[config.mk]
export PLATFORM = sky130hd
export DESIGN_NAME = knn_dist_lane
export DESIGN_NICKNAME = d
export VERILOG_FILES = /design/src/rtl/knn_pkg.sv /design/src/rtl/knn_dist_lane.sv
export SDC_FILE = /design/constraint.sdc
export NUM_CORES = 1
export LEC_CHECK = 0
export ABC_AREA = 1
export BUFFER_PORTS_ARGS = -buffer_cell sky130_fd_sc_hd__buf_2
export CAP_MARGIN = 20
export CORE_MARGIN = 4
export CORE_UTILIZATION = 28
export CTS_CLUSTER_DIAMETER = 100
export CTS_CLUSTER_SIZE = 28
export DETAILED_ROUTE_END_ITERATION = 7
export MAX_ROUTING_LAYER = met4
export PLACE_DENSITY = 0.45
export SYNTH_ARGS = -nofsm -noshare
export SYNTH_HDL_FRONTEND = slang
export SYNTH_SLANG_ARGS = --single-unit
[constraint.sdc]
create_clock -name clk -period 26.6 [get_ports clk]
set_clock_uncertainty 0.15 [all_clocks]
set_input_delay 3.99 -clock clk [delete_from_list [all_inputs] [get_ports clk]]
set_output_delay 3.99 -clock clk [all_outputs]
set_load 0.03 [all_outputs]
[src/rtl/knn_pkg.sv]
// Shared constants, payload types and helpers for the k-nearest-neighbor insert unit.
`default_nettype none

package knn_pkg;

    localparam int MAX_DIMS      = 8;
    localparam int MAX_NEIGHBORS = 16;
    localparam int COORD_BITS    = 16;
    localparam int ID_BITS       = 24;

    localparam int FUNC_BITS = 2;
    localparam int DIMS_BITS = 4;
    localparam int K_BITS    = 5;
    localparam int RANK_BITS = 4;
    localparam int CFG_BITS  = 5;
    localparam int SQ_BITS   = 2 * COORD_BITS;
    localparam int PAIR_BITS = SQ_BITS + 1;
    localparam int DIST_BITS = 35;
    localparam int PAIRS     = MAX_DIMS / 2;

    typedef enum logic [FUNC_BITS-1:0] {
        FUNC_QUERY  = 2'd0,
        FUNC_CAND   = 2'd1,
        FUNC_REPORT = 2'd2
    } func_t;

    localparam logic CFG_DIMS      = 1'b0;
    localparam logic CFG_NEIGHBORS = 1'b1;

    typedef struct packed {
        logic [FUNC_BITS-1:0]         func;
        logic [ID_BITS-1:0]           point_id;
        logic signed [COORD_BITS-1:0] coord0;
        logic signed [COORD_BITS-1:0] coord1;
        logic signed [COORD_BITS-1:0] coord2;
        logic signed [COORD_BITS-1:0] coord3;
        logic signed [COORD_BITS-1:0] coord4;
        logic signed [COORD_BITS-1:0] coord5;
        logic signed [COORD_BITS-1:0] coord6;
        logic signed [COORD_BITS-1:0] coord7;
    } knn_item_t;

    typedef struct packed {
        logic [RANK_BITS-1:0] rank;
        logic [ID_BITS-1:0]   neighbor_id;
        logic [DIST_BITS-1:0] neighbor_sq_dist;
        logic                 neighbor_valid;
        logic                 last;
    } knn_result_t;

    typedef struct packed {
        logic                 valid;
        logic [ID_BITS-1:0]   id;
        logic [DIST_BITS-1:0] sq_dist;
    } knn_entry_t;

    // A register value of zero counts as one, values above the maximum as the maximum.
    function automatic logic [DIMS_BITS-1:0] eff_dims(input logic [DIMS_BITS-1:0] value);
        logic [DIMS_BITS-1:0] res;
        res = value;
        if (value == '0)
            res = DIMS_BITS'(1);
        else if (value > DIMS_BITS'(MAX_DIMS))
            res = DIMS_BITS'(MAX_DIMS);
        return res;
    endfunction

    function automatic logic [K_BITS-1:0] eff_k(input logic [K_BITS-1:0] value);
        logic [K_BITS-1:0] res;
        res = value;
        if (value == '0)
            res = K_BITS'(1);
        else if (value > K_BITS'(MAX_NEIGHBORS))
            res = K_BITS'(MAX_NEIGHBORS);
        return res;
    endfunction

endpackage

`default_nettype wire

[src/rtl/knn_dist_lane.sv]
// One distance lane: coordinate difference and its square, registered.
`default_nettype none

module knn_dist_lane
    import knn_pkg::*;
(
    input  logic                         clk,
    input  logic                         advance,
    input  logic                         lane_on,
    input  logic signed [COORD_BITS-1:0] coord,
    input  logic signed [COORD_BITS-1:0] query,
    output logic [SQ_BITS-1:0]           sq_reg
);

    logic signed [COORD_BITS:0] diff;
    logic [COORD_BITS:0]        neg;
    logic [COORD_BITS-1:0]      mag;
    logic [SQ_BITS-1:0]         sq_next;

    always_comb
    begin
        diff = {coord[COORD_BITS-1], coord} - {query[COORD_BITS-1], query};
        neg  = -diff;
        // The magnitude of a 17-bit difference of two 16-bit values fits in 16 bits.
        mag  = diff[COORD_BITS] ? neg[COORD_BITS-1:0] : diff[COORD_BITS-1:0];
        sq_next = lane_on ? (SQ_BITS'(mag) * SQ_BITS'(mag)) : '0;
    end

    always_ff @(posedge clk)
    begin
        if (advance)
            sq_reg <= sq_next;
    end

endmodule

`default_nettype wire

Yosys cells after proc, flatten, opt, wreduce, memory -nomap -nowiden. Index checks and enable logic that the tools add are counted.

Bits in registers: 32. Input bits: 35. Logic and storage cells: 5.

$add $sub $neg: 2. $mul: 1. Muxes and demuxes: 1.

Operators by type and width (number): $mul A16 B16 Y32 (1); $sub A16 B16 Y17 (1); $mux W16 (1); $neg A16 Y16 (1).

Depth between registers and ports, before layout.
Word-level depth: 4. Depth in mapped cells: 44. Mapped depth without buffers: 43.

Least setup slack after synthesis. Ideal clock, no wire load.

Path kind: input to register. Start: input coord[0]. End: register sq_reg[25] (data pin). Setup time: 0.261 ns. Arrival: 10.725 ns. Path slack: 15.464 ns. Stages: 33. Buffers on the path: 1. Cell sequence: inv_1 -> ha_1 -> fa_1 -> ha_1 -> inv_1 -> nor2_1 -> nand2_1 -> nor2_2 -> nand2_2 -> nor2_4 -> nand2_2 -> nor3_1 -> o21ai_0 -> nand2_1 -> buf_4 -> nand2_1 -> fa_1 -> inv_1 -> fa_1 -> fa_1 -> fa_1 -> fa_1 -> inv_1 -> fa_1 -> inv_1 -> ha_1 -> a21o_1 -> a31oi_1 -> o21ai_0 -> a21boi_0 -> o21ai_0 -> o21ai_0 -> a21oi_1.

Longest elaborated chain between the ends: 4.

RTL lines: from (decl) (RTL line knn_dist_lane.sv:10) `input logic signed [COORD_BITS-1:0] coord,`; $sub A16 B16 Y17 * (RTL line knn_dist_lane.sv:22) `diff = {coord[COORD_BITS-1], coord} - {query[COORD_BITS-1], query};`; $neg A16 Y16 (RTL line knn_dist_lane.sv:23) `neg = -diff;`; $mux W16 * (RTL line knn_dist_lane.sv:25) `mag = diff[COORD_BITS] ? neg[COORD_BITS-1:0] : diff[COORD_BITS-1:0];`; $mul A16 B16 Y32 * (RTL line knn_dist_lane.sv:26) `sq_next = lane_on ? (SQ_BITS'(mag) * SQ_BITS'(mag)) : '0;`; to (signal assigned) (RTL line knn_dist_lane.sv:32) `sq_reg <= sq_next;`; to (decl) (RTL line knn_dist_lane.sv:12) `output logic [SQ_BITS-1:0] sq_reg`.

Every way passes the cells marked *; elsewhere a longest branch is shown, timed or not. A chain may end at the register's enable or synchronous reset.

Worst setup path after layout.
Start: input coord[0]. End: register sq_reg[27] (data pin).

The elaborated chain is that of the path after synthesis.

==> summary by stage <==
STA
The portion of the clock cycle consumed by the worst path in the final layout is 0.473. The achievable frequency is 0.0794 GHz. Setup repair after global routing left no endpoint under its margin. The clock period could shrink to 12590 ps.

The pin slew with the least headroom to its limit is 1150 ps. Measured against its own limit, the worst slew margin works out to 0.236. In the final timing run, aggregate negative setup slack is 0 ps. The hold violation total from the final report is 0.

The smallest setup slack after layout is 14010 ps. The number of setup violations in the final report is 0. The final max-slew violation count was 0.

Clocking
The longest clock path from root to sink contains 2 buffers. Post-CTS repair changed the size of 0 cells. The number of buffers created by CTS is 5. The post-CTS clock slew at the launch and capture registers of the worst setup and hold paths is 60 ps. After clock tree synthesis, the flow added hold-fix buffers numbering 0. CTS built an H-tree with a depth of 2. Buffers added to address setup during post-CTS repair amount to 0. TritonCTS built the clock tree.

The clock drives 31 sinks. CTS placed an instance of sky130_fd_sc_hd__clkbuf_16 at the clock tree root.

Place
The wire-length estimate of the detail-placed layout is 21400 um. Summing all placed instances gives a cell area of 10900 sq um. OpenSTA, run right after detailed placement, puts the worst setup slack at 13700 ps. The routability congestion estimate from global placement is 0.867. Buffers placed on the I/O ports in this run total 65.

Floorplan
The die boundary height is 198 um. The placeable core region is 35600 sq um. The initialized floorplan defines 69 standard-cell rows. For this configuration, the core starts out at a cell density of 0.284. The horizontal extent of the die is 198 um. The top-level port count is 67. The floorplan step defined a die boundary enclosing 39200 sq um.

Route
The per-cell via count in the routed design is 4.38. The detail route stage leaves a number of antenna-violating nets equal to 0. The initial DRC count is 315. The mean routed wirelength per cell is 13.6 um.

The via count is 7891. The final layout contains routed wiring with a total length of 24600 um. The first-pass iteration count of the detailed router is 4.

The remaining routing DRC violations is 0.

Yosys
After synthesis the cells add up to 10100 sq um. After synthesis, the share of flip-flops with an asynchronous set or reset is 0. Yosys printed 0 warnings. The flip-flop and latch count after synthesis is 31. Dividing the synthesized area by the synthesized cell count gives 7.86 sq um.

Yosys mapped the design onto 49 distinct sky130hd cell types. The post-synthesis instance total is 1286. The number of nets in the synthesized netlist is 1598. The number of synthesized flops with an enable pin is 31. The dominant register cell in the synthesized netlist is sky130_fd_sc_hd__edfxtp_1. Of the synthesized area, sequential elements account for 0.0920.

Finish
The register with the most flip-flops in the layout has 31 of them. Fill cells in the final layout number 3833. The library cells used most frequently in the layout, excluding fill and tap cells, are sky130_fd_sc_hd__inv_1, sky130_fd_sc_hd__nand2_1, sky130_fd_sc_hd__fa_1, sky130_fd_sc_hd__nor2_1, sky130_fd_sc_hd__ha_1. The net count of the finished layout is 1653. Leaving out fill and tap cells, the most frequent cell in the layout is sky130_fd_sc_hd__inv_1. Compared with the post-synthesis result, the final layout area differs by 9.35%. For this run, the share of the core covered by cells in the final layout is 0.311. 0 antenna diodes ended up in the layout.

The final standard cell area without fillers is 11100 sq um. In the final layout, the share of cells above drive strength 1 is 0.118.

Worst setup path
The type of the worst setup path is in2reg. On the critical path, the stage with the largest delay is an instance of sky130_fd_sc_hd__xor2_2. The required time at the endpoint of the critical path is 26490 ps. The critical path endpoint category is a flop. Data on the critical path arrives at its endpoint at 12480 ps.

The largest single stage delay on the critical path is 900 ps. The type of origin of the critical path is a primary input. In this run the worst path has a maximum fanout of 14.

Global route
The number of antenna violations at the first check in global routing was 0. The overall fraction of global-route tracks in use is 0.137. Global routing finished with a remaining overflow of 0.

The first global-routing pass estimated 42700 um of wire. The pin count of the biggest net entering global routing is 32. The via count of the first global-routing pass is 8624.

Job
The reported max-cap violation count is 0.

Run status
The flow ran to the end, and the final reports show no timing, DRC or antenna violations.

Min path
The worst min-delay path category is in2reg.
## routing by layer
| metal | up-vias | track usage | share of wire |
|---|---|---|---|
| met5 | - | - | 0 |
| met4 | 0 | 0.00918 | 0.0043 |
| met3 | 9 | 0.0167 | 0.026 |
| met2 | 94 | 0.251 | 0.52 |
| met1 | 3835 | 0.171 | 0.45 |
| li1 | 3953 | - | - |
## kinds of logic (layout without fill, tap and decap cells)
| logic type | Yosys count | count (layout) | share of synthesized area |
|---|---|---|---|
| simple gates | 451 | 451 | 0.202 |
| buf+inv | 390 | 446 | 0.151 |
| fa+ha+maj | 277 | 277 | 0.467 |
| compound gates | 123 | 123 | 0.0709 |
| flops | 31 | 31 | 0.0920 |
| xor+xnor | 13 | 13 | 0.0165 |
| other cells | 1 | 1 | 0.000371 |
## worst max-delay path: cells and delay by family
family	cells	cell delay [ps]
simple gates	13	1320
compound gates	6	1390
buf+inv	8	1000
xor+xnor	1	900
fa+ha+maj	9	3860
## cell type report
type / instances / area, sq um / area share
clock buffers: 5 / 125 / 0.0113
clock inverters: 3 / 38.8 / 0.00351
inverters: 371 / 1400 / 0.126
multi-input cells: 865 / 7650 / 0.692
flip-flops and latches: 31 / 931 / 0.0842
well taps: 461 / 577 / 0.0522
repair buffers: 67 / 340 / 0.0308
## stage by stage
step                hold WS, ps  std cells
floorplan                  3950       1286
global placement           4320       1794
detailed placement         4320       1794
CTS                        4110       1802
global route               4120       1803
finish                     4110       1803
## worst paths after layout
kind	startpoint	endpoint	slack, ps	cells after the start
setup / recovery	coord[0]	sq_reg[27]	14010	37
hold / removal	lane_on	sq_reg[4]	4110	3
## Yosys cell counts (all sizes together), types with 2 or more instances
library cell  instances  area share
nor2                140       0.067
o21a                  9      0.0067
xor2                 10       0.014
ha                  110        0.14
nand2               246       0.096
nand4                11      0.0068
a21oi                62       0.031
clkbuf                6      0.0022
a21o                  4      0.0030
xnor2                 3      0.0026
a21boi                5      0.0037
a31oi                10      0.0077
or2                   2      0.0012
buf                  13       0.011
edfxtp               31       0.092
fa                  167        0.33
nor4                  2      0.0012
o21ai                27       0.014
o21bai                2      0.0015
inv                 370        0.14
nor3                  7      0.0049
nand3                41       0.024
Power is left out: the tool's default activity adds up to more than one toggle a clock period on the data nets, which glitch-free logic cannot reach.
