<file path="config.mk">
export PLATFORM = sky130hd
export DESIGN_NAME = knn_topk_list
export DESIGN_NICKNAME = d
export VERILOG_FILES = /design/src/rtl/knn_pkg.sv /design/src/rtl/knn_topk_list.sv
export SDC_FILE = /design/constraint.sdc
export NUM_CORES = 2
export LEC_CHECK = 0
export BUFFER_PORTS_ARGS = -buffer_cell sky130_fd_sc_hd__clkbuf_2
export CAP_MARGIN = 5
export CELL_PAD_IN_SITES_DETAIL_PLACEMENT = 0
export CELL_PAD_IN_SITES_GLOBAL_PLACEMENT = 1
export CORE_AREA = 5 5 396 398
export DETAILED_ROUTE_END_ITERATION = 12
export DIE_AREA = 0 0 401 403
export PLACE_DENSITY = 0.69
export SETUP_SLACK_MARGIN = 0.15
export SYNTH_ARGS = -nofsm -noshare
export SYNTH_HDL_FRONTEND = slang
export SYNTH_SLANG_ARGS = --single-unit
</file>
<file path="constraint.sdc">
create_clock -name clk -period 30.4 [get_ports clk]
set_input_delay 4.56 -clock clk [delete_from_list [all_inputs] [get_ports clk]]
set_output_delay 4.56 -clock clk [all_outputs]
set_load 0.1 [all_outputs]
</file>
<file path="src/rtl/knn_pkg.sv">
// Shared constants, payload types and helpers for the k-nearest-neighbor insert unit.
`default_nettype none

package knn_pkg;

    localparam int MAX_DIMS      = 8;
    localparam int MAX_NEIGHBORS = 16;
    localparam int COORD_BITS    = 16;
    localparam int ID_BITS       = 24;

    localparam int FUNC_BITS = 2;
    localparam int DIMS_BITS = 4;
    localparam int K_BITS    = 5;
    localparam int RANK_BITS = 4;
    localparam int CFG_BITS  = 5;
    localparam int SQ_BITS   = 2 * COORD_BITS;
    localparam int PAIR_BITS = SQ_BITS + 1;
    localparam int DIST_BITS = 35;
    localparam int PAIRS     = MAX_DIMS / 2;

    typedef enum logic [FUNC_BITS-1:0] {
        FUNC_QUERY  = 2'd0,
        FUNC_CAND   = 2'd1,
        FUNC_REPORT = 2'd2
    } func_t;

    localparam logic CFG_DIMS      = 1'b0;
    localparam logic CFG_NEIGHBORS = 1'b1;

    typedef struct packed {
        logic [FUNC_BITS-1:0]         func;
        logic [ID_BITS-1:0]           point_id;
        logic signed [COORD_BITS-1:0] coord0;
        logic signed [COORD_BITS-1:0] coord1;
        logic signed [COORD_BITS-1:0] coord2;
        logic signed [COORD_BITS-1:0] coord3;
        logic signed [COORD_BITS-1:0] coord4;
        logic signed [COORD_BITS-1:0] coord5;
        logic signed [COORD_BITS-1:0] coord6;
        logic signed [COORD_BITS-1:0] coord7;
    } knn_item_t;

    typedef struct packed {
        logic [RANK_BITS-1:0] rank;
        logic [ID_BITS-1:0]   neighbor_id;
        logic [DIST_BITS-1:0] neighbor_sq_dist;
        logic                 neighbor_valid;
        logic                 last;
    } knn_result_t;

    typedef struct packed {
        logic                 valid;
        logic [ID_BITS-1:0]   id;
        logic [DIST_BITS-1:0] sq_dist;
    } knn_entry_t;

    // A register value of zero counts as one, values above the maximum as the maximum.
    function automatic logic [DIMS_BITS-1:0] eff_dims(input logic [DIMS_BITS-1:0] value);
        logic [DIMS_BITS-1:0] res;
        res = value;
        if (value == '0)
            res = DIMS_BITS'(1);
        else if (value > DIMS_BITS'(MAX_DIMS))
            res = DIMS_BITS'(MAX_DIMS);
        return res;
    endfunction

    function automatic logic [K_BITS-1:0] eff_k(input logic [K_BITS-1:0] value);
        logic [K_BITS-1:0] res;
        res = value;
        if (value == '0)
            res = K_BITS'(1);
        else if (value > K_BITS'(MAX_NEIGHBORS))
            res = K_BITS'(MAX_NEIGHBORS);
        return res;
    endfunction

endpackage

`default_nettype wire

</file>
<file path="src/rtl/knn_topk_list.sv">
// Sorted neighbor list with a parallel-compare insert.
`default_nettype none

module knn_topk_list
    import knn_pkg::*;
(
    input  logic                 clk,
    input  logic                 rst_n,
    input  logic                 clear,
    input  logic                 insert,
    input  logic [ID_BITS-1:0]   cand_id,
    input  logic [DIST_BITS-1:0] cand_dist,
    input  logic [RANK_BITS-1:0] k_last,
    output knn_entry_t           entries [MAX_NEIGHBORS]
);

    logic [MAX_NEIGHBORS-1:0] valid_reg;
    logic [MAX_NEIGHBORS-1:0] valid_next;
    logic [ID_BITS-1:0]       id_reg    [MAX_NEIGHBORS];
    logic [ID_BITS-1:0]       id_next   [MAX_NEIGHBORS];
    logic [DIST_BITS-1:0]     dist_reg  [MAX_NEIGHBORS];
    logic [DIST_BITS-1:0]     dist_next [MAX_NEIGHBORS];

    logic [MAX_NEIGHBORS-1:0] hit;
    logic [MAX_NEIGHBORS-1:0] seen;
    logic                     drop;
    logic [MAX_NEIGHBORS-1:0] sh_valid;
    logic [ID_BITS-1:0]       sh_id   [MAX_NEIGHBORS];
    logic [DIST_BITS-1:0]     sh_dist [MAX_NEIGHBORS];

    always_comb
    begin
        // An entry is a slot for the candidate if it is empty or strictly farther.
        // The last kept slot is always a slot, as the fallback position.
        for (int i = 0; i < MAX_NEIGHBORS; i++)
            hit[i] = ((!valid_reg[i] || dist_reg[i] > cand_dist) && RANK_BITS'(i) < k_last)
                     || RANK_BITS'(i) == k_last;

        seen[0] = 1'b0;
        for (int i = 1; i < MAX_NEIGHBORS; i++)
            seen[i] = seen[i-1] | hit[i-1];

        drop = valid_reg[k_last] && !(cand_dist < dist_reg[k_last]);

        sh_valid[0] = 1'b1;
        sh_id[0]    = cand_id;
        sh_dist[0]  = cand_dist;
        for (int i = 1; i < MAX_NEIGHBORS; i++)
        begin
            sh_valid[i] = valid_reg[i-1];
            sh_id[i]    = id_reg[i-1];
            sh_dist[i]  = dist_reg[i-1];
        end

        valid_next = valid_reg;
        id_next    = id_reg;
        dist_next  = dist_reg;
        if (clear)
            valid_next = '0;
        else if (insert && !drop)
        begin
            for (int i = 0; i < MAX_NEIGHBORS; i++)
            begin
                if (RANK_BITS'(i) <= k_last)
                begin
                    if (seen[i])
                    begin
                        valid_next[i] = sh_valid[i];
                        id_next[i]    = sh_id[i];
                        dist_next[i]  = sh_dist[i];
                    end
                    else if (hit[i])
                    begin
                        valid_next[i] = 1'b1;
                        id_next[i]    = cand_id;
                        dist_next[i]  = cand_dist;
                    end
                end
            end
        end
    end

    always_ff @(posedge clk or negedge rst_n)
    begin
        if (!rst_n)
            valid_reg <= '0;
        else
            valid_reg <= valid_next;
    end

    always_ff @(posedge clk)
    begin
        id_reg   <= id_next;
        dist_reg <= dist_next;
    end

    always_comb
    begin
        for (int i = 0; i < MAX_NEIGHBORS; i++)
        begin
            entries[i].valid   = valid_reg[i];
            entries[i].id      = id_reg[i];
            entries[i].sq_dist = dist_reg[i];
        end
    end

endmodule

`default_nettype wire

</file>
---- Word level (Yosys, flattened, before mapping) ----
Cells that the tools add are included.
operators by class
  shift-type cells ........................ 0
  div/mod/pow operators ................... 0
  muxes and demuxes ....................... 114
  eq/ne operators ......................... 15
  magnitude comparators ................... 51
  add/subtract/negate cells ............... 0
  multiply operators ...................... 0
  reduce and logical (&&, ||, !) cells .... 149
  bitwise gates (word level) .............. 16
operators with widths
  kind                  count
  $mux W35              32
  $mux W24              30
  $gt A35 B35 Y1        16
  $bmux W35 S4          1
  $reduce_bool A2 Y1    33
  $reduce_and A4 Y1     16
  $mux W1               48
  $reduce_and A3 Y1     16
  $reduce_bool A3 Y1    15
  $lt A35 B35 Y1        1
  $eq A4 B4 Y1 const A  8
  $le A4 B4 Y1 const A  8
  $logic_or A1 B1 Y1    32
  $lt A4 B4 Y1 const A  8
  $mux W16              2
  $logic_and A1 B1 Y1   18
  $logic_not A1 Y1      18
  $eq A3 B4 Y1 const A  4
  $le A3 B4 Y1 const A  4
  $lt A3 B4 Y1 const A  4
  $or A1 B1 Y1          14
  $eq A2 B4 Y1 const A  2
  $le A1 B4 Y1 const A  2
  $le A2 B4 Y1 const A  2
  9 further kinds       11
storage, ports and cells
  memory bits (writable) .................. 0
  bits in registers ....................... 960
  memory bits (read-only) ................. 0
  memories kept ........................... 0
  latch bits .............................. 0
  output and inout port bits .............. 960
  input bits .............................. 67

---- Logic depth before layout (Yosys ltp) ----
  depth after elaboration ................. 22
  depth in mapped cells ................... 19
  mapped depth without buffers ............ 14

---- Worst setup path after synthesis ----
OpenSTA, ideal clock, no wires.
  path type ............................... input port to flip-flop
  start point ............................. input port k_last[0]
  end point ............................... register dist_reg, in the netlist entries[300] (enable)
  data required time ...................... 29.758 ns
  library setup time ...................... 0.642 ns
  path slack .............................. 14.663 ns
  data arrival time ....................... 15.095 ns
  stages on the path ...................... 17
  buffers on the path ..................... 4
  cells stage by stage .................... buf_1 buf_2 buf_2 buf_1 mux4_2 mux4_2 inv_1 ha_1 a211oi_1 o21bai_1 a2111o_1 a31oi_1 a21oi_1 o41ai_1 nand2_1 nor2_1 nor4b_1
on the way
  word-level cells in the longest chain between the ends .. 14
RTL lines
  element                                                                  RTL line             source
  start, declared                                                          knn_topk_list.sv:13  input logic [RANK_BITS-1:0] k_last,
  parallel branches: the longest is 13 deep, another holds $lt A35 B35 Y1  --
  $reduce_and A4 Y1 (no line) *                                            --
  end signal, assigned                                                     knn_topk_list.sv:94  dist_reg <= dist_next;
  end, declared                                                            knn_topk_list.sv:21  logic [DIST_BITS-1:0] dist_reg [MAX_NEIGHBORS];
Mark *: on every way between the ends. The select of a mux whose other input is x is not followed.
A chain may end at the register's enable or synchronous reset.

---- Worst setup path after layout ----
  start point ............................. input port k_last[0]
  end point ............................... register dist_reg, in the netlist entries[18] (enable)
on the way
  word-level cells in the longest chain between the ends .. 19
RTL lines
  element                        RTL line             source
  $lt A1 B4 Y1                   knn_topk_list.sv:36  hit[i] = ((!valid_reg[i] || dist_reg[i] > cand_dist) && RANK_BITS'(i) < k_last)
  $logic_and A1 B1 Y1            knn_topk_list.sv:36
  $logic_or A1 B1 Y1             knn_topk_list.sv:37  || RANK_BITS'(i) == k_last;
  $or A1 B1 Y1 (14 in a row)     knn_topk_list.sv:41  seen[i] = seen[i-1] | hit[i-1];
  $reduce_bool A2 Y1 (no line)   --
  $reduce_and A4 Y1 (no line) *  --
Mark *: on every way between the ends. The rest lies on a longest branch, timed or not. The select of a mux whose other input is x is not followed.

==> impl_metrics.env <==
export IMPL_outcome="finished clean"
export IMPL_antenna_found_initial=11
export IMPL_hold_violations=0
export IMPL_routed_wl_mm=273.6
export IMPL_power_density_nw_per_um2=52.40
export IMPL_grt_pass1_wl_mm=370.3
export IMPL_rows=144
export IMPL_finalSetupViolations=0
export IMPL_cts_resized=0
export IMPL_ir_worst_vdd_mv=0.04950
export IMPL_nets=5755
export IMPL_critPathTopFamily="buffers and inverters"
export IMPL_die_area_um2=161600
export IMPL_place_hpwl_mm=205.9
export IMPL_synthCells=4119
export IMPL_numCtsBuffers=108
export IMPL_portBuffers=1026
export IMPL_hold_path_class="reg -> reg"
export IMPL_initial_core_util_pct=36.95
export IMPL_worstPathBufferInverterCount=5
export IMPL_clk_pin_slew_ns=0.06
export IMPL_skew_ns=0.03707
export IMPL_largest_reg_flops=944
export IMPL_grt_ovfl_total=0
export IMPL_cts_tree="built"
export IMPL_die_w_um=401
export IMPL_fmax_mhz=77.42
export IMPL_grt_pass1_vias=43660
export IMPL_rsz0062_at_grt="false"
export IMPL_critical_path_class="in -> reg"
export IMPL_crit_chain="buf_8, buf_4, buf_4, mux4_2, mux4_2, inv_1, ha_1, and3_1, a221oi_1, o21ai_0, o41ai_1, nand2_1, nor2_1, nand2_1, nor2_4, buf_4"
export IMPL_drv_cap=0
export IMPL_slowest_stage="o41ai_1"
export IMPL_synth_enable_flop_cells=944
export IMPL_finalCriticalPeriod_ns=12.92
export IMPL_maxSlewHeadroom_pct=2.599
export IMPL_ant_nets=0
export IMPL_vias=44630
export IMPL_pre_cts_slack_ns=16.95
export IMPL_min_period_over_period_pct=42.49
export IMPL_wire_per_inst_um=37.64
export IMPL_synthFlopType="edfxtp_1"
export IMPL_synth_area_um2=56530
export IMPL_core_area_um2=153000
export IMPL_yosys_warnings=0
export IMPL_cts_root_buf="clkbuf_16"
export IMPL_die_h_um=403
export IMPL_syn_area_per_cell_um2=13.72
export IMPL_groute_usage_overall_pct=32.52
export IMPL_start_kind="input pin"
export IMPL_route_detailed_drc=0
export IMPL_arrival_ns=13.27
export IMPL_path_common_cell="buf_4"
export IMPL_regArea_um2=28750
export IMPL_leakage_nw=27.02
export IMPL_avgViaCountPerCell=6.139
export IMPL_yosysSeqAreaShare_pct=50.86
export IMPL_synthArstFlopShare_pct=1.667
export IMPL_clk_latency_ns=0.75
export IMPL_cts_sinks=960
export IMPL_setup_ws_ns=17.48
export IMPL_cp_required_ns=30.75
export IMPL_end_kind="register"
export IMPL_gp_congestion=0.9624
export IMPL_post_cts_buffers=0
export IMPL_cpPeakStageDelay_ns=1.28
export IMPL_synth_seq_cells=960
export IMPL_max_slew_worst_pin_slew_ns=1.442
export IMPL_ys_types=68
export IMPL_nFillCells=14090
export IMPL_drtPass1Iterations=5
export IMPL_synthToLayoutAreaGrowth_pct=20.09
export IMPL_h_tree_depth=3
export IMPL_clk_path_buf_depth=3
export IMPL_drt_iter0_markers=4992
export IMPL_pin_count=1027
export IMPL_slew_violations=0
export IMPL_cts_hold_buf=0
export IMPL_syn_nets=4745
export IMPL_critPathMaxFanout=48
export IMPL_multi_input_area_um2=26700
export IMPL_grt_start_max_net_pins=77
export IMPL_setup_tns_ns=0
export IMPL_drive_gt1_share_pct=39.74
[logic make-up (layout without fill, tap and decap cells)]
family          after synthesis  after routing  share of synthesized area, %
buf+inv                     324           1427                         2.286
simple gates                706            706                         6.060
fa+ha+maj                   559            559                         12.37
other cells                   0              4                             0
flops                       960            960                         50.86
compound gates              672            672                         7.039
mux                         898            898                         21.39
[power breakdown]
part           internal [mW]  total, mW  switching, mW
Combinational          0.151      0.639          0.488
Sequential              1.50       1.56         0.0612
Clock                  0.764       1.36          0.596
Total                   2.41       3.56           1.14
[area by class of cell]
class | instances | area share [%]
multi-input cells | 2835 | 39.33
inverters | 100 | 0.5548
repair buffers | 1124 | 8.672
clock inverters | 75 | 1.185
flip-flops and latches | 960 | 42.35
well taps | 2044 | 3.767
diodes | 4 | 0.01475
clock buffers | 128 | 4.123
[layout by cell type, fill, tap and decap left out, types with 11 or more instances in the layout]
| master | Yosys | layout |
|---|---|---|
| mux2_1 | 137 | 137 |
| mux4_2 | 177 | 177 |
| dfrtp_1 | 16 | 16 |
| o21ai_0 | 283 | 283 |
| o211ai_1 | 14 | 14 |
| clkinvlp_4 | 0 | 11 |
| bufinv_16 | 0 | 12 |
| nand2_1 | 309 | 309 |
| a211o_1 | 13 | 13 |
| clkbuf_2 | 0 | 1023 |
| a21oi_1 | 181 | 181 |
| clkinv_2 | 0 | 19 |
| edfxtp_1 | 944 | 944 |
| nor4_1 | 17 | 16 |
| nor2b_1 | 19 | 19 |
| inv_1 | 99 | 98 |
| clkbuf_16 | 0 | 109 |
| buf_4 | 0 | 98 |
| nand3_1 | 56 | 51 |
| mux2_2 | 571 | 571 |
| a211oi_1 | 40 | 39 |
| and3_1 | 16 | 12 |
| nand2b_1 | 14 | 14 |
| o21a_1 | 11 | 11 |
| ha_1 | 559 | 559 |
| nor3_1 | 39 | 33 |
| and4_1 | 14 | 13 |
| clkinv_1 | 1 | 27 |
| mux2i_1 | 13 | 13 |
| clkbuf_1 | 132 | 19 |
| a21o_1 | 42 | 42 |
| nor2_1 | 85 | 81 |
| nand4_1 | 93 | 93 |
[metal layers]
metal | share of wire, % | global-route usage (%) | vias to the layer above
met5 | 0.0048 | 0 | -
met4 | 5.7 | 15.61 | 2
met3 | 10 | 8.790 | 565
met2 | 46 | 52.26 | 2815
met1 | 38 | 40.81 | 22880
li1 | - | - | 18370
[cell usage after synthesis, drive strengths merged, types with 85 or more instances]
master  number  area share, %
ha         559             12
buf         92           0.75
mux2       708             14
nor2        85           0.56
nand2      309            2.1
edfxtp     944             50
o21ai      287            2.5
clkbuf     132           0.88
a21oi      181            1.6
mux4       177            7.1
inv         99           0.66
nand4       93            1.0
[stage by stage]
stage,utilization [%],power (mW),hold WS (ns),cell area (um2),instances
6_report,44.38,3.557,0.5573,67880,7270
3_5_place_dp,42.02,2.217,0.5447,64270,7063
5_1_grt,44.37,3.655,0.5875,67880,7268
3_3_place_gp,42.02,2.209,0.5385,64270,7063
4_1_cts,44.37,3.567,0.5575,67870,7266
2_1_floorplan,-,2.023,1.004,56530,4119
[worst paths after layout]
| path | startpoint | endpoint | slack [ns] | depth (start not counted) |
|---|---|---|---|---|
| setup reg to reg | entries[184] | entries[18] | 22.18 | 15 |
| hold reg to reg | entries[279] | entries[219] | 0.56 | 1 |
| hold / removal | entries[279] | entries[219] | 0.56 | 1 |
| max in group asynchronous | rst_n | valid_reg[2] | 26.29 | 1 |
| min in group asynchronous | rst_n | valid_reg[3] | 3.77 | 1 |
| setup / recovery | k_last[0] | entries[18] | 17.48 | 16 |
No activity file was read; power rests on OpenSTA's default activity.
