[src/rtl/knn_pkg.sv]
// Shared constants, payload types and helpers for the k-nearest-neighbor insert unit.
`default_nettype none

package knn_pkg;

    localparam int MAX_DIMS      = 8;
    localparam int MAX_NEIGHBORS = 16;
    localparam int COORD_BITS    = 16;
    localparam int ID_BITS       = 24;

    localparam int FUNC_BITS = 2;
    localparam int DIMS_BITS = 4;
    localparam int K_BITS    = 5;
    localparam int RANK_BITS = 4;
    localparam int CFG_BITS  = 5;
    localparam int SQ_BITS   = 2 * COORD_BITS;
    localparam int PAIR_BITS = SQ_BITS + 1;
    localparam int DIST_BITS = 35;
    localparam int PAIRS     = MAX_DIMS / 2;

    typedef enum logic [FUNC_BITS-1:0] {
        FUNC_QUERY  = 2'd0,
        FUNC_CAND   = 2'd1,
        FUNC_REPORT = 2'd2
    } func_t;

    localparam logic CFG_DIMS      = 1'b0;
    localparam logic CFG_NEIGHBORS = 1'b1;

    typedef struct packed {
        logic [FUNC_BITS-1:0]         func;
        logic [ID_BITS-1:0]           point_id;
        logic signed [COORD_BITS-1:0] coord0;
        logic signed [COORD_BITS-1:0] coord1;
        logic signed [COORD_BITS-1:0] coord2;
        logic signed [COORD_BITS-1:0] coord3;
        logic signed [COORD_BITS-1:0] coord4;
        logic signed [COORD_BITS-1:0] coord5;
        logic signed [COORD_BITS-1:0] coord6;
        logic signed [COORD_BITS-1:0] coord7;
    } knn_item_t;

    typedef struct packed {
        logic [RANK_BITS-1:0] rank;
        logic [ID_BITS-1:0]   neighbor_id;
        logic [DIST_BITS-1:0] neighbor_sq_dist;
        logic                 neighbor_valid;
        logic                 last;
    } knn_result_t;

    typedef struct packed {
        logic                 valid;
        logic [ID_BITS-1:0]   id;
        logic [DIST_BITS-1:0] sq_dist;
    } knn_entry_t;

    // A register value of zero counts as one, values above the maximum as the maximum.
    function automatic logic [DIMS_BITS-1:0] eff_dims(input logic [DIMS_BITS-1:0] value);
        logic [DIMS_BITS-1:0] res;
        res = value;
        if (value == '0)
            res = DIMS_BITS'(1);
        else if (value > DIMS_BITS'(MAX_DIMS))
            res = DIMS_BITS'(MAX_DIMS);
        return res;
    endfunction

    function automatic logic [K_BITS-1:0] eff_k(input logic [K_BITS-1:0] value);
        logic [K_BITS-1:0] res;
        res = value;
        if (value == '0)
            res = K_BITS'(1);
        else if (value > K_BITS'(MAX_NEIGHBORS))
            res = K_BITS'(MAX_NEIGHBORS);
        return res;
    endfunction

endpackage

`default_nettype wire

[src/rtl/knn_report.sv]
// Report buffer: snapshots the list and streams it out one entry per cycle while result_ready is high.
`default_nettype none

module knn_report
    import knn_pkg::*;
(
    input  logic                 clk,
    input  logic                 rst_n,
    input  logic                 load,
    input  knn_entry_t           entries [MAX_NEIGHBORS],
    input  logic [RANK_BITS-1:0] k_last,
    input  logic                 result_ready,
    output logic                 result_valid,
    output knn_result_t          result,
    output logic                 free
);

    logic                 active_reg;
    logic                 active_next;
    logic [RANK_BITS-1:0] idx_reg;
    logic [RANK_BITS-1:0] idx_next;
    knn_entry_t           shadow_reg [MAX_NEIGHBORS];
    knn_entry_t           cur;
    logic                 at_end;

    always_comb
    begin
        cur    = shadow_reg[idx_reg];
        at_end = (idx_reg == k_last);
        free   = !active_reg || (result_ready && at_end);

        result_valid            = active_reg;
        result.rank             = idx_reg;
        result.neighbor_id      = cur.valid ? cur.id : '0;
        result.neighbor_sq_dist = cur.valid ? cur.sq_dist : '0;
        result.neighbor_valid   = cur.valid;
        result.last             = at_end;

        active_next = active_reg;
        idx_next    = idx_reg;
        if (load)
        begin
            active_next = 1'b1;
            idx_next    = '0;
        end
        else if (active_reg && result_ready)
        begin
            if (at_end)
                active_next = 1'b0;
            else
                idx_next = idx_reg + 1'b1;
        end
    end

    always_ff @(posedge clk or negedge rst_n)
    begin
        if (!rst_n)
        begin
            active_reg <= 1'b0;
            idx_reg    <= '0;
        end
        else
        begin
            active_reg <= active_next;
            idx_reg    <= idx_next;
        end
    end

    always_ff @(posedge clk)
    begin
        if (load)
            shadow_reg <= entries;
    end

endmodule

`default_nettype wire

[config.mk]
export PLATFORM = sky130hd
export DESIGN_NAME = knn_report
export DESIGN_NICKNAME = d
export VERILOG_FILES = /design/src/rtl/knn_pkg.sv /design/src/rtl/knn_report.sv
export SDC_FILE = /design/constraint.sdc
export NUM_CORES = 1
export LEC_CHECK = 0
export BUFFER_PORTS_ARGS = -buffer_cell sky130_fd_sc_hd__buf_2
export CORE_AREA = 2 2 400 402
export DETAILED_ROUTE_END_ITERATION = 8
export DIE_AREA = 0 0 402 404
export SKIP_CTS_REPAIR_TIMING = 1
export SLEW_MARGIN = 0
export SYNTH_ARGS = -nofsm -noshare
export SYNTH_HDL_FRONTEND = slang
export SYNTH_SLANG_ARGS = --single-unit
[constraint.sdc]
create_clock -name clk -period 3.4 [get_ports clk]
set_input_delay 0.34 -clock clk [delete_from_list [all_inputs] [get_ports clk]]
set_output_delay 0.34 -clock clk [all_outputs]
set_load 0.01 [all_outputs]
==> flow_metrics.env, run 1 <==
export IMPL_status="did not finish"
export IMPL_cts_root_buf="clkbuf_16"
export IMPL_ioPinCount=1035
export IMPL_cts_made_buffers=104
export IMPL_syn_inst=1501
export IMPL_syn_area_per_cell_um2=24.14
export IMPL_ys_seq_elements=965
export IMPL_die_y_um=404
export IMPL_htreeDepth=3
export IMPL_yosysUniqueCellTypes=28
export IMPL_syn_area_mm2=0.03623
export IMPL_die_x_um=402
export IMPL_yosysWarnings=0
export IMPL_hpwl_um=101100
export IMPL_clock_sinks=965
export IMPL_worst_ep_kind="top-level output"
export IMPL_placedCellCount=4603
export IMPL_grt_max_degree=94
export IMPL_syn_num_nets=2470
export IMPL_placed_area_mm2=0.04456
export IMPL_error="[ERROR RSZ-0060] Max buffer count reached."
export IMPL_lastStage="5_1_grt"
export IMPL_initial_core_util_pct=22.95
export IMPL_placementRows=146
export IMPL_gp_congestion=0.8906
export IMPL_synth_yosys_seq_area_share_pct=79.92
export IMPL_port_buffers=1034
export IMPL_grt_worst_endpoint="result[44]"
export IMPL_clk_path_buf_depth=3
## per-stage QoR
stage               worst slack [ps]  utilization (%)  hold slack, ps
floorplan                       1246                -           44.41
global placement               446.3            28.23           161.0
detailed placement             454.1            28.23           163.7
CTS                           -344.2            30.37          -625.4
## cells in the mapped netlist
master    number  area (µm²)
a21bo_2        1       10.01
a21oi_1       60       300.3
a22o_1         2       17.52
a22oi_1      118       885.9
a31o_2         1       8.760
a41oi_1        1       8.760
and2_1         1       6.260
and4_1         1       8.760
buf_1         11       41.29
buf_2         18       90.09
buf_4         18       135.1
buf_6          6       67.56
clkbuf_1      35       131.4
clkbuf_2       1       5.000
dfrtp_1        5       125.1
edfxtp_1     960       28830
ha_1           1       12.51
inv_2          1       3.750
mux2_2         1       11.26
mux2i_1        1       10.01
mux4_2       240        5405
nand2_1        1       3.750
nand2b_1       2       12.51
nand4_1        1       6.260
nor2_1         5       18.77
nor2_4         1       11.26
nor2b_1        3       18.77
xnor2_1        5       43.79
## logic make-up after synthesis
family | after synthesis | share of synthesized area, %
adder cells (fa/ha/maj) | 1 | 0.03453
multiplexers | 242 | 14.98
buffers and inverters | 90 | 1.309
AO/OA/AOI/OAI | 183 | 3.399
AND/OR/NAND/NOR | 15 | 0.2383
flip-flops | 965 | 79.92
XOR/XNOR | 5 | 0.1209
==> run 2, diff against run 1 <==
Settings changed: CORE_AREA 2 2 400 402 to 2 2 408 410, DIE_AREA 0 0 402 404 to 0 0 410 412, PLACE_DENSITY_LB_ADDON set to 0.15.
==> run 2 against run 1 <==
  * The flow now finishes, with violations (negative setup slack)
  * Synthesized cell count is the same
  * Area after synthesis is the same
==> flow_metrics.env, run 2 <==
export IMPL_crit_type="flip-flop to primary output"
export IMPL_hp_start="load"
export IMPL_synth_most_common_cell="edfxtp_1"
export IMPL_fmax_ghz=0.2895
export IMPL_drt_total_wl_um=144500
export IMPL_synth_edff_count=960
export IMPL_largest_reg_flops=960
export IMPL_syn_area_per_cell_um2=24.14
export IMPL_hold_violations=0
export IMPL_die_x_um=410
export IMPL_path_clk_slew_ps=70
export IMPL_drc=0
export IMPL_violations="negative setup slack"
export IMPL_die_area_mm2=0.1689
export IMPL_placementRows=149
export IMPL_grtUsageTotal_pct=15.62
export IMPL_clk_path_buf_depth=3
export IMPL_worstPathRequired_ps=3060
export IMPL_grt_max_degree=106
export IMPL_drv_cap=0
export IMPL_ys_seq_elements=965
export IMPL_wire_per_inst_um=24.28
export IMPL_clock_sinks=965
export IMPL_synth_top_cell_area_share_pct=79.57
export IMPL_final_net_count=4590
export IMPL_synth_ff_type="edfxtp_1"
export IMPL_power_density_mw_per_mm2=531.2
export IMPL_hold_path_class="input port to flip-flop"
export IMPL_async_reset_ff_share_pct=0.5181
export IMPL_cp_data_arrival_time_ps=3110
export IMPL_synth_area_leaders="edfxtp_1 80%, mux4_2 15%, a22oi_1 2.4%, a21oi_1 0.83%, buf_4 0.37%"
export IMPL_clkLatencyLatePin_ps=750
export IMPL_first_pass_iters=5
export IMPL_synth_yosys_seq_area_share_pct=79.92
export IMPL_cts_root_buf="clkbuf_16"
export IMPL_status="finished with violations"
export IMPL_crit_path_max_fanout=12
export IMPL_drive_gt1_share_pct=42.33
export IMPL_syn_inst=1501
export IMPL_mostFrequentLayoutCells="1033 x buf_2, 963 x dlygate4sd3_1, 960 x edfxtp_1"
export IMPL_fill_cells=15710
export IMPL_max_slew_worst_pin_slew_ps=727.9
export IMPL_whs_ps=114.6
export IMPL_start_kind="flip-flop"
export IMPL_gp_congestion=0.8354
export IMPL_r2r_start="idx_reg[0]$_DFFE_PN0P_"
export IMPL_grt_remaining_overflow=0
export IMPL_syn_num_nets=2470
export IMPL_report_final_slew_viol_count=0
export IMPL_initial_core_util_pct=22.06
export IMPL_r2r_slack_ps=1190
export IMPL_grt_pass1_vias=23130
export IMPL_cp_startpoint="idx_reg[0]$_DFFE_PN0P_"
export IMPL_hpwl_um=102500
export IMPL_rsz0062_at_grt="yes"
export IMPL_antenna_found_initial=59
export IMPL_final_common_cell="buf_2"
export IMPL_relSlewSlack_pct=51.47
export IMPL_cts_made_buffers=112
export IMPL_worst_slack_ps=-54.09
export IMPL_vias_per_cell=4.179
export IMPL_post_route_min_period_ps=3454
export IMPL_placed_area_mm2=0.04467
export IMPL_core_mm2=0.1642
export IMPL_synthTopCellsByCount="960 x edfxtp_1, 240 x mux4_2, 118 x a22oi_1"
export IMPL_grt_pass1_wl_um=182600
export IMPL_area_growth_pct=61.98
export IMPL_yosysWarnings=0
export IMPL_num_vias=24880
export IMPL_critPathCaptureType="primary output"
export IMPL_drt_initial_drc_count=1766
export IMPL_synth_top_area_cell="edfxtp_1"
export IMPL_fin_skew_ps=8.364
export IMPL_yosysUniqueCellTypes=28
export IMPL_fin_area_mm2=0.05868
export IMPL_peakVddDrop_mv=0.4208
export IMPL_cts_tree="done"
export IMPL_syn_area_mm2=0.03623
export IMPL_ioPinCount=1035
export IMPL_leakagePower_nw=21.88
export IMPL_fin_cells=5952
export IMPL_setup_viol=16
export IMPL_fin_crit_sh_pct=101.6
export IMPL_placedCellCount=4711
export IMPL_final_util_pct=35.73
export IMPL_die_y_um=412
export IMPL_dpl_worst_slack_ps=540.5
export IMPL_port_buffers=1034
export IMPL_htreeDepth=3
export IMPL_ant_nets=0
==> run 2: critical path: stages, from the launching register on <==
cell and delay, ps:
dfrtp_4 460, buf_12 170, mux4_2 560, a22o_1 230, nor2_4 170, buf_12 170
buf_12 130, clkbuf_16 190, a21oi_1 60, buf_2 170
==> run 2: power breakdown <==
| part | switching, W | leakage, nW | internal, W |
|---|---|---|---|
| clock | 0.00515 | 1.83 | 0.00729 |
| combinational | 0.00193 | 10.6 | 0.00235 |
| sequential | 0.000310 | 9.45 | 0.0141 |
| total | 0.00739 | 21.9 | 0.0238 |
==> run 2: layer usage <==
metal / vias to the layer above / routed length, µm / track usage (%)
met2: 1091 / 74030 / 26.78
met3: 248 / 9706 / 6.942
met4: 26 / 3860 / 5.806
met5: - / 166 / 0
li1: 10860 / - / -
met1: 12650 / 56740 / 16.97
==> run 2: final cells by class <==
| cell class | instances | area, µm² | area share, % |
|---|---|---|---|
| antenna | 45 | 112.6 | 0.1919 |
| clock buffer | 130 | 2913 | 4.964 |
| clock inverter | 81 | 849.6 | 1.448 |
| inverter | 1 | 3.754 | 0.006396 |
| multi-input combinational | 446 | 6907 | 11.77 |
| sequential | 965 | 28960 | 49.35 |
| tap | 2189 | 2739 | 4.667 |
| timing repair buffer | 2095 | 16200 | 27.60 |
==> run 2: through the flow <==
| step | setup TNS [ps] | total power [W] |
|---|---|---|
| 2_1_floorplan | 0 | 0.01597 |
| 3_3_place_gp | 0 | 0.01778 |
| 3_5_place_dp | 0 | 0.01784 |
| 4_1_cts | -9239 | 0.03040 |
| 5_1_grt | -4472 | 0.03230 |
| 6_report | -580.0 | 0.03117 |
==> run 2: cells by family (layout without fill, tap and decap cells) <==
logic type | after synthesis | in the layout | synth area share, %
xor gates and xnor gates | 5 | 5 | 0.1209
buffers and inverters | 90 | 2307 | 1.309
other | 0 | 45 | 0
AOI/OAI and AO/OA | 183 | 183 | 3.399
muxes | 242 | 242 | 14.98
adders and majority gates | 1 | 1 | 0.03453
DFF | 965 | 965 | 79.92
and+or+nand+nor | 15 | 15 | 0.2383
==> run 2: path summary, 6_finish.rpt <==
check | endpoint | depth (start not counted)
max in group asynchronous | idx_reg[2]$_DFFE_PN0P_ | 3
min reg2reg | result_valid$_DFFE_PN0P_ | 2
min in group asynchronous | idx_reg[0]$_DFFE_PN0P_ | 3
min | idx_reg[0]$_DFFE_PN0P_ | 2
max | result[19] | 9
max reg2reg | idx_reg[3]$_DFFE_PN0P_ | 6
Power figures use the tool's default switching activity.
==> run 3, diff against run 2 <==
Settings changed: CORE_AREA 2 2 408 410 to 2 2 399 401, DIE_AREA 0 0 410 412 to 0 0 401 403.
Clock period 3.4 ns to 2.9 ns, I/O delays scaled along.
==> run 3 against run 2 <==
  * Largest power group unchanged
  * Cell count decreased by 1.9%
  * Critical path type unchanged
  * Setup slack got worse by 300 ps
  * Sequential share of layout area increased by 0.15 points
  * Via count increased by 0.26%
  * Non-clock buffer count increased by 14
  * Register-to-register slack got worse by 530 ps
  * Core utilization increased by 1.4 points
  * Power increased by 15%
  * The flow still finishes with violations (negative setup slack)
  * Wire length decreased by 2.9%
==> flow_metrics.env, run 3 (synthesis results as in run 2) <==
export IMPL_status="finished with violations"
export IMPL_violations="negative setup slack"
export IMPL_core_mm2=0.1575
export IMPL_ioPinCount=1035
export IMPL_fin_setup_tns_ps=-16300
export IMPL_cts_tree="done"
export IMPL_max_slew_worst_pin_slew_ps=771.3
export IMPL_path_clk_slew_ps=70
export IMPL_mostFrequentLayoutCells="1033 x buf_2, 963 x dlygate4sd3_1, 960 x edfxtp_1"
export IMPL_wire_per_inst_um=24.02
export IMPL_htreeDepth=3
export IMPL_first_pass_iters=5
export IMPL_gp_congestion=0.8237
export IMPL_drv_cap=0
export IMPL_die_y_um=403
export IMPL_vias_per_cell=4.271
export IMPL_leakagePower_nw=21.86
export IMPL_ant_nets=0
export IMPL_relSlewSlack_pct=48.58
export IMPL_power_frac_comb_pct=14.0
export IMPL_placedCellCount=4616
export IMPL_hpwl_um=99440
export IMPL_clock_sinks=965
export IMPL_final_common_cell="buf_2"
export IMPL_r2r_cells=7
export IMPL_use_met2_pct=27.22
export IMPL_antenna_found_initial=61
export IMPL_grt_remaining_overflow=0
export IMPL_cp_data_arrival_time_ps=2960
export IMPL_clk_path_buf_depth=3
export IMPL_grt_max_degree=73
export IMPL_top_usage_layer="met2"
export IMPL_initial_core_util_pct=23.01
export IMPL_hold_path_class="input port to flip-flop"
export IMPL_drt_initial_drc_count=1726
export IMPL_clkPwrFrac_pct=38.7
export IMPL_rsz0062_at_grt="yes"
export IMPL_placementRows=146
export IMPL_fin_skew_ps=29.02
export IMPL_port_buffers=1034
export IMPL_critPathCaptureType="primary output"
export IMPL_cts_root_buf="clkbuf_16"
export IMPL_hold_depth=1
export IMPL_power_density_mw_per_mm2=612.0
export IMPL_report_final_slew_viol_count=0
export IMPL_clkLatencyLatePin_ps=720
export IMPL_fin_crit_sh_pct=112.2
export IMPL_cts_made_buffers=112
export IMPL_sequentialPowerShare_pct=47.3
export IMPL_crit_path_max_fanout=30
export IMPL_peakVddDrop_mv=0.4910
export IMPL_fmax_ghz=0.3074
export IMPL_setup_viol=60
export IMPL_grtUsageTotal_pct=16.03
export IMPL_grt_pass1_wl_um=180800
export IMPL_internal_power_w=0.02739
export IMPL_crit_type="flip-flop to primary output"
export IMPL_area_growth_pct=61.50
export IMPL_drc=0
export IMPL_r2r_slack_ps=660
export IMPL_post_route_min_period_ps=3253
export IMPL_netSwitchingPower_w=0.008416
export IMPL_worst_slack_ps=-352.8
export IMPL_num_vias=24940
export IMPL_die_area_mm2=0.1616
export IMPL_final_net_count=4604
export IMPL_use_met3_pct=6.785
export IMPL_grt_use_met1_pct=18.04
export IMPL_drive_gt1_share_pct=42.27
export IMPL_p_sw_share_pct=23.51
export IMPL_start_kind="flip-flop"
export IMPL_drt_total_wl_um=140200
export IMPL_die_x_um=401
export IMPL_grt_pass1_vias=23110
export IMPL_hold_violations=0
export IMPL_largest_reg_flops=960
export IMPL_fin_cells=5839
export IMPL_worstPathRequired_ps=2610
-- run 3: cell type report --
cell class                 instances  area (µm²)
sequential                       965       28960
inverter                           1       3.754
timing repair buffer            2109       16360
multi-input combinational        446        6930
antenna                           43       107.6
clock inverter                    65       630.6
tap                             2072        2592
clock buffer                     138        2922
fill                           14930       98960
-- run 3: power by group through the flow --
stage | sequential [W] | combinational (W) | clock (W)
final | 0.0169 | 0.00501 | 0.0139
after global placement | 0.0172 | 0.00372 | 0
after floorplan | 0.0170 | 0.00170 | 0
after global routing | 0.0170 | 0.00536 | 0.0148
after detailed placement | 0.0172 | 0.00374 | 0
after CTS | 0.0170 | 0.00376 | 0.0143
-- run 3: per-stage QoR --
| step | power [W] | hold WS, ps | setup WS (ps) | area (µm²) | util, % |
|---|---|---|---|---|---|
| after CTS | 0.03499 | -651.8 | -662.5 | 48390 | 30.73 |
| after global placement | 0.02091 | 177.7 | 192.9 | 44840 | 28.48 |
| after detailed placement | 0.02098 | 181.5 | 167.2 | 44840 | 28.48 |
| final | 0.03580 | 64.48 | -352.8 | 58510 | 37.15 |
| after global routing | 0.03720 | 21.38 | -505.4 | 58480 | 37.14 |
| after floorplan | 0.01872 | -5.591 | 796.5 | 36230 | - |
-- run 3: path summary, 6_finish.rpt --
kind	from	endpoint
max in group asynchronous	rst_n	idx_reg[2]$_DFFE_PN0P_
min	load	shadow_reg[502]$_DFFE_PP_
min in group asynchronous	rst_n	idx_reg[0]$_DFFE_PN0P_
max	idx_reg[0]$_DFFE_PN0P_	result[60]
max reg2reg	idx_reg[0]$_DFFE_PN0P_	idx_reg[3]$_DFFE_PN0P_
min reg2reg	result_valid$_DFFE_PN0P_	result_valid$_DFFE_PN0P_
-- run 3: worst max-delay path, stage by stage, from the launching register on --
cell,delay [ps]
dfrtp_4,450
buf_12,160
mux4_2,530
a22o_1,250
nor2_4,190
buf_12,250
a21oi_1,140
buf_2,170
-- run 3: layer usage --
metal,routed length [µm],vias up
li1,-,10880
met1,55530,12670
met2,71380,1106
met3,9421,267
met4,3744,24
met5,167,-
